[config.mk]
export PLATFORM = sky130hd
export DESIGN_NAME = calendar_date_day_offset
export DESIGN_NICKNAME = d
export VERILOG_FILES = /design/src/rtl/core/cdo_pkg.sv /design/src/rtl/core/calendar_date_day_offset.sv /design/src/rtl/core/cdo_ctrl.sv /design/src/rtl/core/cdo_dpath.sv
export SDC_FILE = /design/constraint.sdc
export NUM_CORES = 1
export LEC_CHECK = 0
export BUFFER_PORTS_ARGS = -buffer_cell sky130_fd_sc_hd__buf_2
export CAP_MARGIN = 20
export CORE_MARGIN = 2
export CORE_UTILIZATION = 30
export DETAILED_ROUTE_END_ITERATION = 10
export HOLD_SLACK_MARGIN = 0.03
export PLACE_DENSITY = 0.43
export SYNTH_ARGS = -nofsm -noshare
export SYNTH_HDL_FRONTEND = slang
export SYNTH_SLANG_ARGS = --single-unit
[constraint.sdc]
create_clock -name clk -period 5.6 [get_ports clk]
set_clock_uncertainty 0.05 [all_clocks]
set_input_delay 0 -clock clk [delete_from_list [all_inputs] [get_ports clk]]
set_output_delay 0 -clock clk [all_outputs]
set_load 0.02 [all_outputs]
[src/rtl/core/cdo_pkg.sv]
// Shared types and constants for the calendar date day-offset block.
// Used by cdo_ctrl, cdo_dpath and the calendar_date_day_offset top level.
package cdo_pkg;

  localparam int unsigned COUNT_BITS = 16;

  localparam logic [13:0] YEAR_MAX  = 14'd9999;
  localparam logic [3:0]  MONTH_MIN = 4'd1;
  localparam logic [3:0]  MONTH_MAX = 4'd12;
  localparam logic [3:0]  MONTH_FEB = 4'd2;
  localparam logic [4:0]  DAY_MIN   = 5'd1;
  localparam logic [4:0]  DAY_MAX   = 5'd31;
  localparam logic [6:0]  YIC_MAX   = 7'd99;

  // floor(y / 100) == (y * CENT_RECIP) >> CENT_SHIFT for y in 0..9999
  localparam logic [12:0] CENT_RECIP = 13'd5243;
  localparam int unsigned CENT_SHIFT = 19;
  localparam int unsigned PROD_BITS  = 26;

  typedef enum logic [2:0] {
    ST_IDLE,
    ST_SPLIT,
    ST_CLAMP,
    ST_STEP,
    ST_DONE
  } state_t;

  typedef struct packed {
    logic load;
    logic split;
    logic clamp;
    logic step;
    logic publish;
  } cmd_t;

  typedef struct packed {
    logic count_zero;
  } sts_t;

  function automatic logic [4:0] days_in(input logic leap, input logic [3:0] month);
    logic [4:0] len;
    case (month)
      4'd2:    len = leap ? 5'd29 : 5'd28;
      4'd4:    len = 5'd30;
      4'd6:    len = 5'd30;
      4'd9:    len = 5'd30;
      4'd11:   len = 5'd30;
      default: len = 5'd31;
    endcase
    return len;
  endfunction

endpackage

[src/rtl/core/calendar_date_day_offset.sv]
// Gregorian date plus or minus a day count: one transaction in, one out.
// An accepted input transaction passes these states before the next one is taken:
// ST_IDLE registers the date and the reciprocal product for the century split,
// ST_SPLIT splits the year into century and year-in-century, ST_CLAMP clamps
// the day, ST_STEP steps the days until the count is zero, ST_DONE loads the
// output register once it is free. Stepping is one day per cycle through the datapath's
// date counters and stops early at 0000-01-01 or 9999-12-31. The result sits
// in an output register, so a stalled result does not block the next input.
// Depends on cdo_pkg, cdo_ctrl and cdo_dpath.
module calendar_date_day_offset (
  input  logic        clk,
  input  logic        rst_n,
  input  logic        in_valid,
  output logic        in_stall,
  input  logic [13:0] in_start_year,
  input  logic [3:0]  in_start_month,
  input  logic [4:0]  in_start_day,
  input  logic        in_go_back,
  input  logic [15:0] in_day_count,
  output logic        out_valid,
  input  logic        out_stall,
  output logic [13:0] out_end_year,
  output logic [3:0]  out_end_month,
  output logic [4:0]  out_end_day,
  output logic        out_out_of_range
);
  import cdo_pkg::*;

  cmd_t cmd;
  sts_t sts;

  cdo_ctrl u_ctrl (
    .clk       (clk),
    .rst_n     (rst_n),
    .in_valid  (in_valid),
    .in_stall  (in_stall),
    .out_valid (out_valid),
    .out_stall (out_stall),
    .cmd       (cmd),
    .sts       (sts)
  );

  cdo_dpath u_dpath (
    .clk              (clk),
    .in_start_year    (in_start_year),
    .in_start_month   (in_start_month),
    .in_start_day     (in_start_day),
    .in_go_back       (in_go_back),
    .in_day_count     (in_day_count),
    .cmd              (cmd),
    .sts              (sts),
    .out_end_year     (out_end_year),
    .out_end_month    (out_end_month),
    .out_end_day      (out_end_day),
    .out_out_of_range (out_out_of_range)
  );

`ifndef ASSERT_OFF
  a_busy_after_accept: assert property (@(posedge clk) disable iff (!rst_n)
    (in_valid && !in_stall) |=> in_stall)
    else $error("input taken while a transaction is in progress");

  a_month_legal: assert property (@(posedge clk) disable iff (!rst_n)
    out_valid |-> (out_end_month >= MONTH_MIN) && (out_end_month <= MONTH_MAX))
    else $error("result month outside 1..12");

  a_day_legal: assert property (@(posedge clk) disable iff (!rst_n)
    out_valid |-> (out_end_day >= DAY_MIN) && (out_end_day <= DAY_MAX))
    else $error("result day outside 1..31");

  a_year_legal: assert property (@(posedge clk) disable iff (!rst_n)
    out_valid |-> (out_end_year <= YEAR_MAX))
    else $error("result year above 9999");
`endif

endmodule

[src/rtl/core/cdo_ctrl.sv]
// Sequencing state machine for the calendar date day-offset block.
// Depends on cdo_pkg; drives cdo_dpath through cmd_t and reads sts_t.
module cdo_ctrl (
  input  logic          clk,
  input  logic          rst_n,
  input  logic          in_valid,
  output logic          in_stall,
  output logic          out_valid,
  input  logic          out_stall,
  output cdo_pkg::cmd_t cmd,
  input  cdo_pkg::sts_t sts
);
  import cdo_pkg::*;

  state_t state_r, state_nxt;
  logic   out_valid_r, out_valid_nxt;

  always_ff @(posedge clk) begin
    if (!rst_n) begin
      state_r     <= ST_IDLE;
      out_valid_r <= 1'b0;
    end else begin
      state_r     <= state_nxt;
      out_valid_r <= out_valid_nxt;
    end
  end

  always_comb begin
    state_nxt   = state_r;
    cmd         = '0;
    in_stall    = 1'b1;
    case (state_r)
      ST_IDLE: begin
        in_stall = 1'b0;
        if (in_valid) begin
          cmd.load  = 1'b1;
          state_nxt = ST_SPLIT;
        end
      end
      ST_SPLIT: begin
        cmd.split = 1'b1;
        state_nxt = ST_CLAMP;
      end
      ST_CLAMP: begin
        cmd.clamp = 1'b1;
        state_nxt = ST_STEP;
      end
      ST_STEP: begin
        if (sts.count_zero) begin
          state_nxt = ST_DONE;
        end else begin
          cmd.step = 1'b1;
        end
      end
      ST_DONE: begin
        // hand over only once the output register is free
        if (!out_valid_r || !out_stall) begin
          cmd.publish = 1'b1;
          state_nxt   = ST_IDLE;
        end
      end
      default: begin
        state_nxt = ST_IDLE;
      end
    endcase
    out_valid_nxt = cmd.publish | (out_valid_r & out_stall);
  end

  assign out_valid = out_valid_r;

endmodule

[src/rtl/core/cdo_dpath.sv]
// Date registers, leap-year tracking and day stepping for the day-offset block.
// Depends on cdo_pkg; controlled by cdo_ctrl through cmd_t.
module cdo_dpath (
  input  logic                   clk,
  input  logic [13:0]            in_start_year,
  input  logic [3:0]             in_start_month,
  input  logic [4:0]             in_start_day,
  input  logic                   in_go_back,
  input  logic [15:0]            in_day_count,
  input  cdo_pkg::cmd_t          cmd,
  output cdo_pkg::sts_t          sts,
  output logic [13:0]            out_end_year,
  output logic [3:0]             out_end_month,
  output logic [4:0]             out_end_day,
  output logic                   out_out_of_range
);
  import cdo_pkg::*;

  logic [13:0]           year_r, year_nxt;
  logic [3:0]            month_r, month_nxt;
  logic [4:0]            day_r, day_nxt;
  logic                  back_r, back_nxt;
  logic                  flag_r, flag_nxt;
  logic [COUNT_BITS-1:0] count_r, count_nxt;
  logic [PROD_BITS-1:0]  prod_r, prod_nxt;
  logic [6:0]            cent_r, cent_nxt;   // year / 100
  logic [6:0]            yic_r, yic_nxt;     // year % 100
  logic [13:0]           oyear_r;
  logic [3:0]            omonth_r;
  logic [4:0]            oday_r;
  logic                  oflag_r;

  logic        leap;
  logic [4:0]  dim;
  logic [4:0]  dim_prev;
  logic [13:0] year_sat;
  logic        year_over;
  logic [13:0] hundreds;
  logic [6:0]  split_cent;

  assign leap     = (yic_r[1:0] == 2'd0) && ((yic_r != 7'd0) || (cent_r[1:0] == 2'd0));
  assign dim      = days_in(leap, month_r);
  assign dim_prev = days_in(leap, month_r - 4'd1);

  assign year_over  = in_start_year > YEAR_MAX;
  assign year_sat   = year_over ? YEAR_MAX : in_start_year;
  assign split_cent = prod_r[PROD_BITS-1:CENT_SHIFT];
  assign hundreds   = 14'({7'd0, split_cent} * 14'd100);

  assign sts.count_zero = (count_r == '0);

  always_comb begin
    year_nxt  = year_r;
    month_nxt = month_r;
    day_nxt   = day_r;
    back_nxt  = back_r;
    flag_nxt  = flag_r;
    count_nxt = count_r;
    prod_nxt  = prod_r;
    cent_nxt  = cent_r;
    yic_nxt   = yic_r;

    if (cmd.load) begin
      year_nxt  = year_sat;
      flag_nxt  = year_over;
      back_nxt  = in_go_back;
      count_nxt = year_over ? '0 : COUNT_BITS'(in_day_count);
      prod_nxt  = PROD_BITS'(year_sat) * PROD_BITS'(CENT_RECIP);
      if (in_start_month < MONTH_MIN) begin
        month_nxt = MONTH_MIN;
      end else if (in_start_month > MONTH_MAX) begin
        month_nxt = MONTH_MAX;
      end else begin
        month_nxt = in_start_month;
      end
      day_nxt = (in_start_day < DAY_MIN) ? DAY_MIN : in_start_day;
    end

    if (cmd.split) begin
      cent_nxt = split_cent;
      yic_nxt  = 7'(year_r - hundreds);
    end

    if (cmd.clamp && (day_r > dim)) begin
      day_nxt = dim;
    end

    if (cmd.step) begin
      count_nxt = count_r - COUNT_BITS'(1);
      if (!back_r) begin
        if (day_r < dim) begin
          day_nxt = day_r + 5'd1;
        end else if (month_r < MONTH_MAX) begin
          month_nxt = month_r + 4'd1;
          day_nxt   = DAY_MIN;
        end else if (year_r < YEAR_MAX) begin
          year_nxt  = year_r + 14'd1;
          month_nxt = MONTH_MIN;
          day_nxt   = DAY_MIN;
          if (yic_r == YIC_MAX) begin
            yic_nxt  = 7'd0;
            cent_nxt = cent_r + 7'd1;
          end else begin
            yic_nxt = yic_r + 7'd1;
          end
        end else begin
          // stuck at the last date: drop the remaining days
          flag_nxt  = 1'b1;
          count_nxt = '0;
        end
      end else begin
        if (day_r >= 5'd2) begin
          day_nxt = day_r - 5'd1;
        end else if (month_r > MONTH_MIN) begin
          month_nxt = month_r - 4'd1;
          day_nxt   = dim_prev;
        end else if (year_r > 14'd0) begin
          year_nxt  = year_r - 14'd1;
          month_nxt = MONTH_MAX;
          day_nxt   = DAY_MAX;
          if (yic_r == 7'd0) begin
            yic_nxt  = YIC_MAX;
            cent_nxt = cent_r - 7'd1;
          end else begin
            yic_nxt = yic_r - 7'd1;
          end
        end else begin
          flag_nxt  = 1'b1;
          count_nxt = '0;
        end
      end
    end
  end

  always_ff @(posedge clk) begin
    year_r  <= year_nxt;
    month_r <= month_nxt;
    day_r   <= day_nxt;
    back_r  <= back_nxt;
    flag_r  <= flag_nxt;
    count_r <= count_nxt;
    prod_r  <= prod_nxt;
    cent_r  <= cent_nxt;
    yic_r   <= yic_nxt;
    if (cmd.publish) begin
      oyear_r  <= year_r;
      omonth_r <= month_r;
      oday_r   <= day_r;
      oflag_r  <= flag_r;
    end
  end

  assign out_end_year     = oyear_r;
  assign out_end_month    = omonth_r;
  assign out_end_day      = oday_r;
  assign out_out_of_range = oflag_r;

endmodule

==> impl_metrics.csv, run 1 <==
group,metric,value,unit
grt,grt_overflow,0,
route,wl_met1,12900,um
synthesis,synth_fp_nets,1252,
power_and_ir_drop,p_int,2.18,mW
placement,dpl.cell_count,1482,
power_and_ir_drop,p_seq_share,25.3,%
synthesis,synth-seq-cells,83,
route,top_layer,"met4",
cts,clk_latency,0.34,ns
sta,layout_min_cycle_time,5.17,ns
synthesis,netlist_area,9040,um^2
setup_path,worst_setup_path_end_kind,"flip-flop",
sta,slew_viol_final,0,
cts,cts_buffers,9,
finish,fill_cells,3155,
route,wl_met3,808,um
power_and_ir_drop,switching_power,1.84,mW
route,antenna_left,0,
setup_path,rrSetupSlack,1.11,ns
finish,area_growth,15.1,%
route,dr_wl_met2,12400,um
finish,fin_nets,1331,
floorplan,start_util,30.5,%
synthesis,async_flop_share,0,%
power_and_ir_drop,clkPwrFrac,14.5,%
floorplan,die_width,178,um
worst_hold_path,hp-start,"in_start_month[2]",
power_and_ir_drop,powerDensity,386,nW/um^2
cts,post_cts_resized,0,
cts,path_clk_slew,0.06,ns
sta,setup_violations,0,
setup_path,critPathKind,"primary input to flip-flop",
sta,whs,0.0616,ns
route,drtIter0Drc,494,
grt,track_usage,17.5,%
grt,grt_pass1_vias,7659,
worst_hold_path,min_to,"u_dpath.month_r[1]",
cts,cts-root-buf,"clkbuf_16",
placement,dp_hpwl,21000,um
setup_path,timing.rr.end,"u_dpath.count_r[3]",
synthesis,seq_area_frac_synth,23.5,%
power_and_ir_drop,power_frac_comb,60.2,%
grt,grt_start_max_net_pins,36,
worst_hold_path,hold_path.class,"primary input to flip-flop",
route,vias,7597,
placement,portBuffers,69,
setup_path,cp_max_fo,6,
route,drtPass1Iterations,5,
synthesis,synth_cell_type_count,74,
finish,fin_cells,1523,
run_status,outcome,"finished clean",
sta,period_share,92.2,%
grt,antenna_found_initial,0,
synthesis,synth_edf_count,46,
power_and_ir_drop,swShare,45.7,%
flow_run,maxCapViolations,0,
finish,n_antenna_cell,0,
synthesis,syn-instance-count,1049,
cts,cts_tree,"done",
grt,grt_first_pass_wirelength,42700,um
power_and_ir_drop,power,4.02,mW
synthesis,ys.flop_type,"edfxtp_1",
setup_path,r2r-start,"u_dpath.yic_r[2]",
cts,clock_path_buffers,2,
floorplan,num_io_pins,70,
sta,relSlewSlack,21.8,%
sta,rsz0062_at_grt,"false",
cts,htree_levels,3,
route,vias_per_cell,4.99,
floorplan,num_rows,63,
route,wl_per_cell,17.4,um
setup_path,r2r_cells,10,
floorplan,core_area,29600,um^2
finish,drive_gt1_share,12.2,%
setup_path,start_kind,"primary input",
setup_path,arrival,5.21,ns
floorplan,die_height,178,um
worst_hold_path,whs_path_depth,4,
sta,tightest_slew,1.16,ns
sta,tns,0,ns
synthesis,syn-mean-instance-area,8.62,um^2
power_and_ir_drop,cellLeakagePower,4.54,nW
power_and_ir_drop,ir_drop,159,uV
synthesis,yosysWarnings,0,
cts,cts_num_sinks,83,
sta,hold_viol_final,0,
setup_path,critPathRequiredTime,5.64,ns
floorplan,die_area,31600,um^2
route,remaining_drc_errors,0,
sta,fmax,0.194,GHz
placement,place_congestion,0.905,
route,wl,26400,um
synthesized netlist by cell type, types with 18 or more instances:
| cell type | number | area (um^2) |
|---|---|---|
| ha_1 | 106 | 1330 |
| nor2_1 | 83 | 312 |
| xnor2_1 | 62 | 543 |
| dfxtp_1 | 37 | 741 |
| edfxtp_1 | 46 | 1380 |
| nor3_1 | 25 | 125 |
| a21oi_1 | 48 | 240 |
| fa_1 | 53 | 1060 |
| o21ai_0 | 50 | 250 |
| clkbuf_1 | 41 | 154 |
| nand3_1 | 18 | 90.1 |
| nand2_1 | 95 | 357 |
| inv_1 | 122 | 458 |
layout make-up:
type                    count  area (um^2)  share of cell area, %
clock buffers              12          256                   2.46
inverters                 123          462                   4.43
well taps                 390          488                   4.69
clock inverters             4         26.3                  0.252
multi-input cells         788         6240                   60.0
flip-flops and latches     83         2120                   20.4
repair buffers            123          813                   7.81
state kept, by name, summed over array words and instances, names as in the netlist:
| signal | cells |
|---|---|
| u_dpath.month_r | 4 |
| u_dpath.back_r | 1 |
| u_ctrl.out_valid | 1 |
| u_ctrl.state_r | 3 |
| u_dpath.day_r | 5 |
| u_dpath.prod_r | 5 |
| u_dpath.out_out_of_range | 1 |
| u_dpath.yic_r | 7 |
| u_dpath.out_end_month | 4 |
| u_dpath.year_r | 14 |
| u_dpath.out_end_year | 14 |
| u_dpath.out_end_day | 5 |
| u_dpath.flag_r | 1 |
| u_dpath.count_r | 16 |
| u_dpath.cent_r | 2 |
critical path, stage by stage:
cell,delay [ns]
buf_2,0.13
inv_1,0.20
nor2_1,0.17
nor2_1,0.37
inv_1,0.16
ha_1,0.23
a21oi_1,0.11
nand2_1,0.07
ha_1,0.30
inv_1,0.06
fa_1,0.48
inv_1,0.05
fa_1,0.52
inv_1,0.05
fa_1,0.52
inv_1,0.04
ha_1,0.31
nand4_1,0.12
or2_2,0.32
a211o_1,0.29
o311ai_0,0.41
a21oi_1,0.15
xnor2_1,0.14
kinds of logic after synthesis:
logic type,share of synthesized area (%)
xor+xnor,7.65
mux,2.05
flops,23.5
compound gates,16.7
simple gates,16.0
buf+inv,7.80
fa+ha+maj,26.4
cell usage in the layout (no fill, tap or decap), drive strengths merged, types with 13 or more instances in the layout:
cell / instances
and2: 13
o21ai: 55
buf: 98
ha: 106
dlygate4sd3: 25
a31oi: 14
mux2i: 14
edfxtp: 46
dfxtp: 37
nand3: 18
nor3: 25
fa: 53
nor2: 84
xor2: 17
o22ai: 17
inv: 123
a21oi: 48
xnor2: 62
a21o: 17
nand2: 95
layer usage:
| layer | global-route usage [%] | vias up |
|---|---|---|
| met5 | 0 | - |
| met4 | 4.13 | 0 |
| met3 | 1.69 | 21 |
| met2 | 29.3 | 141 |
| met1 | 24.1 | 3643 |
| li1 | - | 3792 |
per-stage QoR:
step | utilization, % | cell area (um^2) | setup WS [ns]
2_1_floorplan | - | 9040 | 0.265
3_3_place_gp | 33.3 | 9880 | 0.0189
3_5_place_dp | 33.3 | 9880 | 0.0473
4_1_cts | 35.1 | 10400 | 0.398
5_1_grt | 35.1 | 10400 | 0.0734
6_report | 35.1 | 10400 | 0.435
power by group through the flow:
stage          Clock, mW  Combinational [mW]  Sequential (mW)
2_1_floorplan          0                1.89            0.880
3_3_place_gp           0                2.44             1.03
3_5_place_dp           0                2.42             1.03
4_1_cts            0.599                2.46             1.02
5_1_grt            0.623                2.82             1.05
6_report           0.580                2.42             1.02
repair_timing:
item / 4_1_cts / 5_1_grt
buffers inserted: 0 / 0
endpoints found under the hold margin: 26 / 0
hold buffers: 25 / 0
worst max path at each step:
| stage | startpoint | to | depth (start not counted) |
|---|---|---|---|
| floorplan | in_start_year[8] | u_dpath.prod_r[22] | 20 |
| global placement | in_start_year[13] | u_dpath.prod_r[22] | 23 |
| detailed placement | in_start_year[13] | u_dpath.prod_r[22] | 23 |
| CTS | in_start_year[13] | u_dpath.prod_r[22] | 23 |
| global route | in_start_year[13] | u_dpath.prod_r[22] | 23 |
| finish | in_start_year[13] | u_dpath.prod_r[22] | 23 |
No activity file was read; power rests on OpenSTA's default activity.
==> run 2, diff against run 1 <==
Settings changed: PLACE_DENSITY 0.43 to 0.42, SLEW_MARGIN from default to 15.
Clock period 5.6 ns to 5.5 ns, I/O delays scaled along.
==> run 2 against run 1 <==
  * Cell count increased by 1.9%
  * Combinational power increased by 8.7%
  * Worst hold slack better by 0.0013 ns
  * Via count increased by 0.61%
  * Clock power about the same
  * Critical endpoint unchanged
==> impl_metrics.csv, run 2 (synthesized netlist as in run 1, its figures left out) <==
group,metric,value,unit
worst_hold_path,hold_path.class,"primary input to flip-flop",
route,antenna_left,0,
sta,hold_viol_final,0,
sta,setup_violations,0,
sta,layout_min_cycle_time,5.01,ns
finish,largestRegisters,"u_dpath.count_r x16, u_dpath.out_end_year x14, u_dpath.year_r x14",
floorplan,num_io_pins,70,
route,remaining_drc_errors,0,
grt,grt_overflow,0,
setup_path,path_cells,"buf_2 > nor4_1 > buf_4 > o21ai_1 > buf_4 > or2_2 > and2_1 > ha_1 > fa_1 > fa_1 > inv_1 > fa_1 > inv_1 > ha_1 > nand4_1 > or2_2 > a211o_1 > o311ai_0 > buf_4 > a21oi_1 > xnor2_1",
run_status,outcome,"finished clean",
finish,fin_cells,1552,
route,vias,7643,
cts,cts_buffers,9,
power_and_ir_drop,powerDensity,400,nW/um^2
setup_path,critPathKind,"primary input to flip-flop",
route,wl_per_cell,17.3,um
setup_path,arrival,5.05,ns
placement,dpl.cell_count,1511,
placement,place_congestion,0.855,
cts,clk_latency,0.34,ns
route,drtPass1Iterations,5,
sta,tns,0,ns
sta,slew_viol_final,0,
route,wl,26900,um
cts,cts_tree,"done",
grt,antenna_found_initial,0,
setup_path,critPathRequiredTime,5.54,ns
cts,path_clk_slew,0.07,ns
sta,period_share,91.0,%
setup_path,start_kind,"primary input",
placement,dp_hpwl,21200,um
setup_path,critPathBufInv,6,
cts,htree_levels,3,
sta,relSlewSlack,33.0,%
grt,grt_start_max_net_pins,36,
setup_path,critical-path-max-stage-delay,0.55,ns
grt,grt_pass1_vias,7852,
floorplan,die_area,31600,um^2
sta,rsz0062_at_grt,"false",
floorplan,start_util,30.5,%
route,vias_per_cell,4.92,
floorplan,die_height,178,um
finish,layout_commonest_cell,"inv_1",
route,drtIter0Drc,472,
setup_path,slowest_stage,"fa_1",
grt,grt_first_pass_wirelength,43300,um
power_and_ir_drop,cellLeakagePower,4.67,nW
finish,fin_nets,1360,
grt,track_usage,17.6,%
placement,portBuffers,69,
finish,drive_gt1_share,14.3,%
sta,fmax,0.200,GHz
finish,regMostFlops,"u_dpath.count_r",
finish,largest_reg_flops,16,
setup_path,crit_family,"adder cells",
setup_path,worst_setup_path_end_kind,"flip-flop",
power_and_ir_drop,ir_drop,159,uV
finish,area_growth,17.4,%
flow_run,maxCapViolations,0,
finish,final_cell_mix,"122 x inv_1, 106 x ha_1, 95 x nand2_1",
cts,cts_num_sinks,83,
finish,n_antenna_cell,0,
cts,post_cts_resized,0,
cts,clock_path_buffers,2,
floorplan,core_area,29600,um^2
sta,tightest_slew,0.996,ns
cts,cts-root-buf,"clkbuf_16",
setup_path,cp_max_fo,10,
floorplan,die_width,178,um
floorplan,num_rows,63,
-- run 2: cell types whose count changed in the layout (fill, tap and decap cells not counted) --
cell / change
buf_4: +29
clkbuf_1: +1
clkbuf_8: -1
clkinv_4: -1
inv_6: +1
-- run 2: repair_timing --
item	CTS	global route
hold buffers	25	0
hold endpoints to repair	26	0
buffers inserted	0	0
-- run 2: area by class of cell --
type / count / area (um^2)
multi-input cells: 788 / 6240
clock buffers: 12 / 246
fillers: 3136 / 19000
repair buffers: 152 / 1030
well taps: 390 / 488
clock inverters: 4 / 26.3
flip-flops and latches: 83 / 2120
inverters: 123 / 462
-- run 2: final timing paths --
| kind | start | end | slack [ns] | cells after the start |
|---|---|---|---|---|
| worst max-delay path | in_start_year[4] | u_dpath.prod_r[22] | 0.49 | 21 |
| worst min-delay path | in_start_month[2] | u_dpath.month_r[0] | 0.06 | 4 |
| worst max register to register | u_dpath.yic_r[2] | u_dpath.year_r[0] | 1.44 | 11 |
| worst min register to register | u_dpath.flag_r | u_dpath.out_out_of_range | 0.41 | 0 |
-- run 2: layer usage --
metal,share of wire (%),vias to the layer above,GRT usage (%)
met1,49,3654,24.4
met5,0,-,0
met3,2.8,11,1.67
li1,-,3862,-
met4,0.91,0,3.48
met2,47,116,29.8
-- run 2: power by group --
part           total [mW]  internal [mW]  switching (mW)
clock               0.583          0.319           0.264
sequential           1.03          0.806           0.228
combinational        2.63           1.22            1.41
-- run 2: stage by stage --
step	util, %	hold WS, ns	setup slack, ns	area (um^2)	power (mW)
floorplan	-	0.0489	0.165	9040	2.83
global placement	34.1	0.129	0.215	10100	3.70
detailed placement	34.1	0.131	0.104	10100	3.69
CTS	35.8	0.0465	0.451	10600	4.31
global route	35.8	0.0980	0.213	10600	4.75
finish	35.8	0.0629	0.493	10600	4.25
-- run 2: worst register-to-register path, cell delays in order (launching register included) --
cell and delay (ns):
dfxtp_1 0.41, or3_1 0.45, o41ai_1 0.51, a221oi_1 0.21, ha_1 0.23, nor2b_1 0.14, o2111ai_1 0.12, buf_4 0.21
or3_1 0.42, nor2_1 0.54, o21ai_0 0.30, a221o_1 0.37
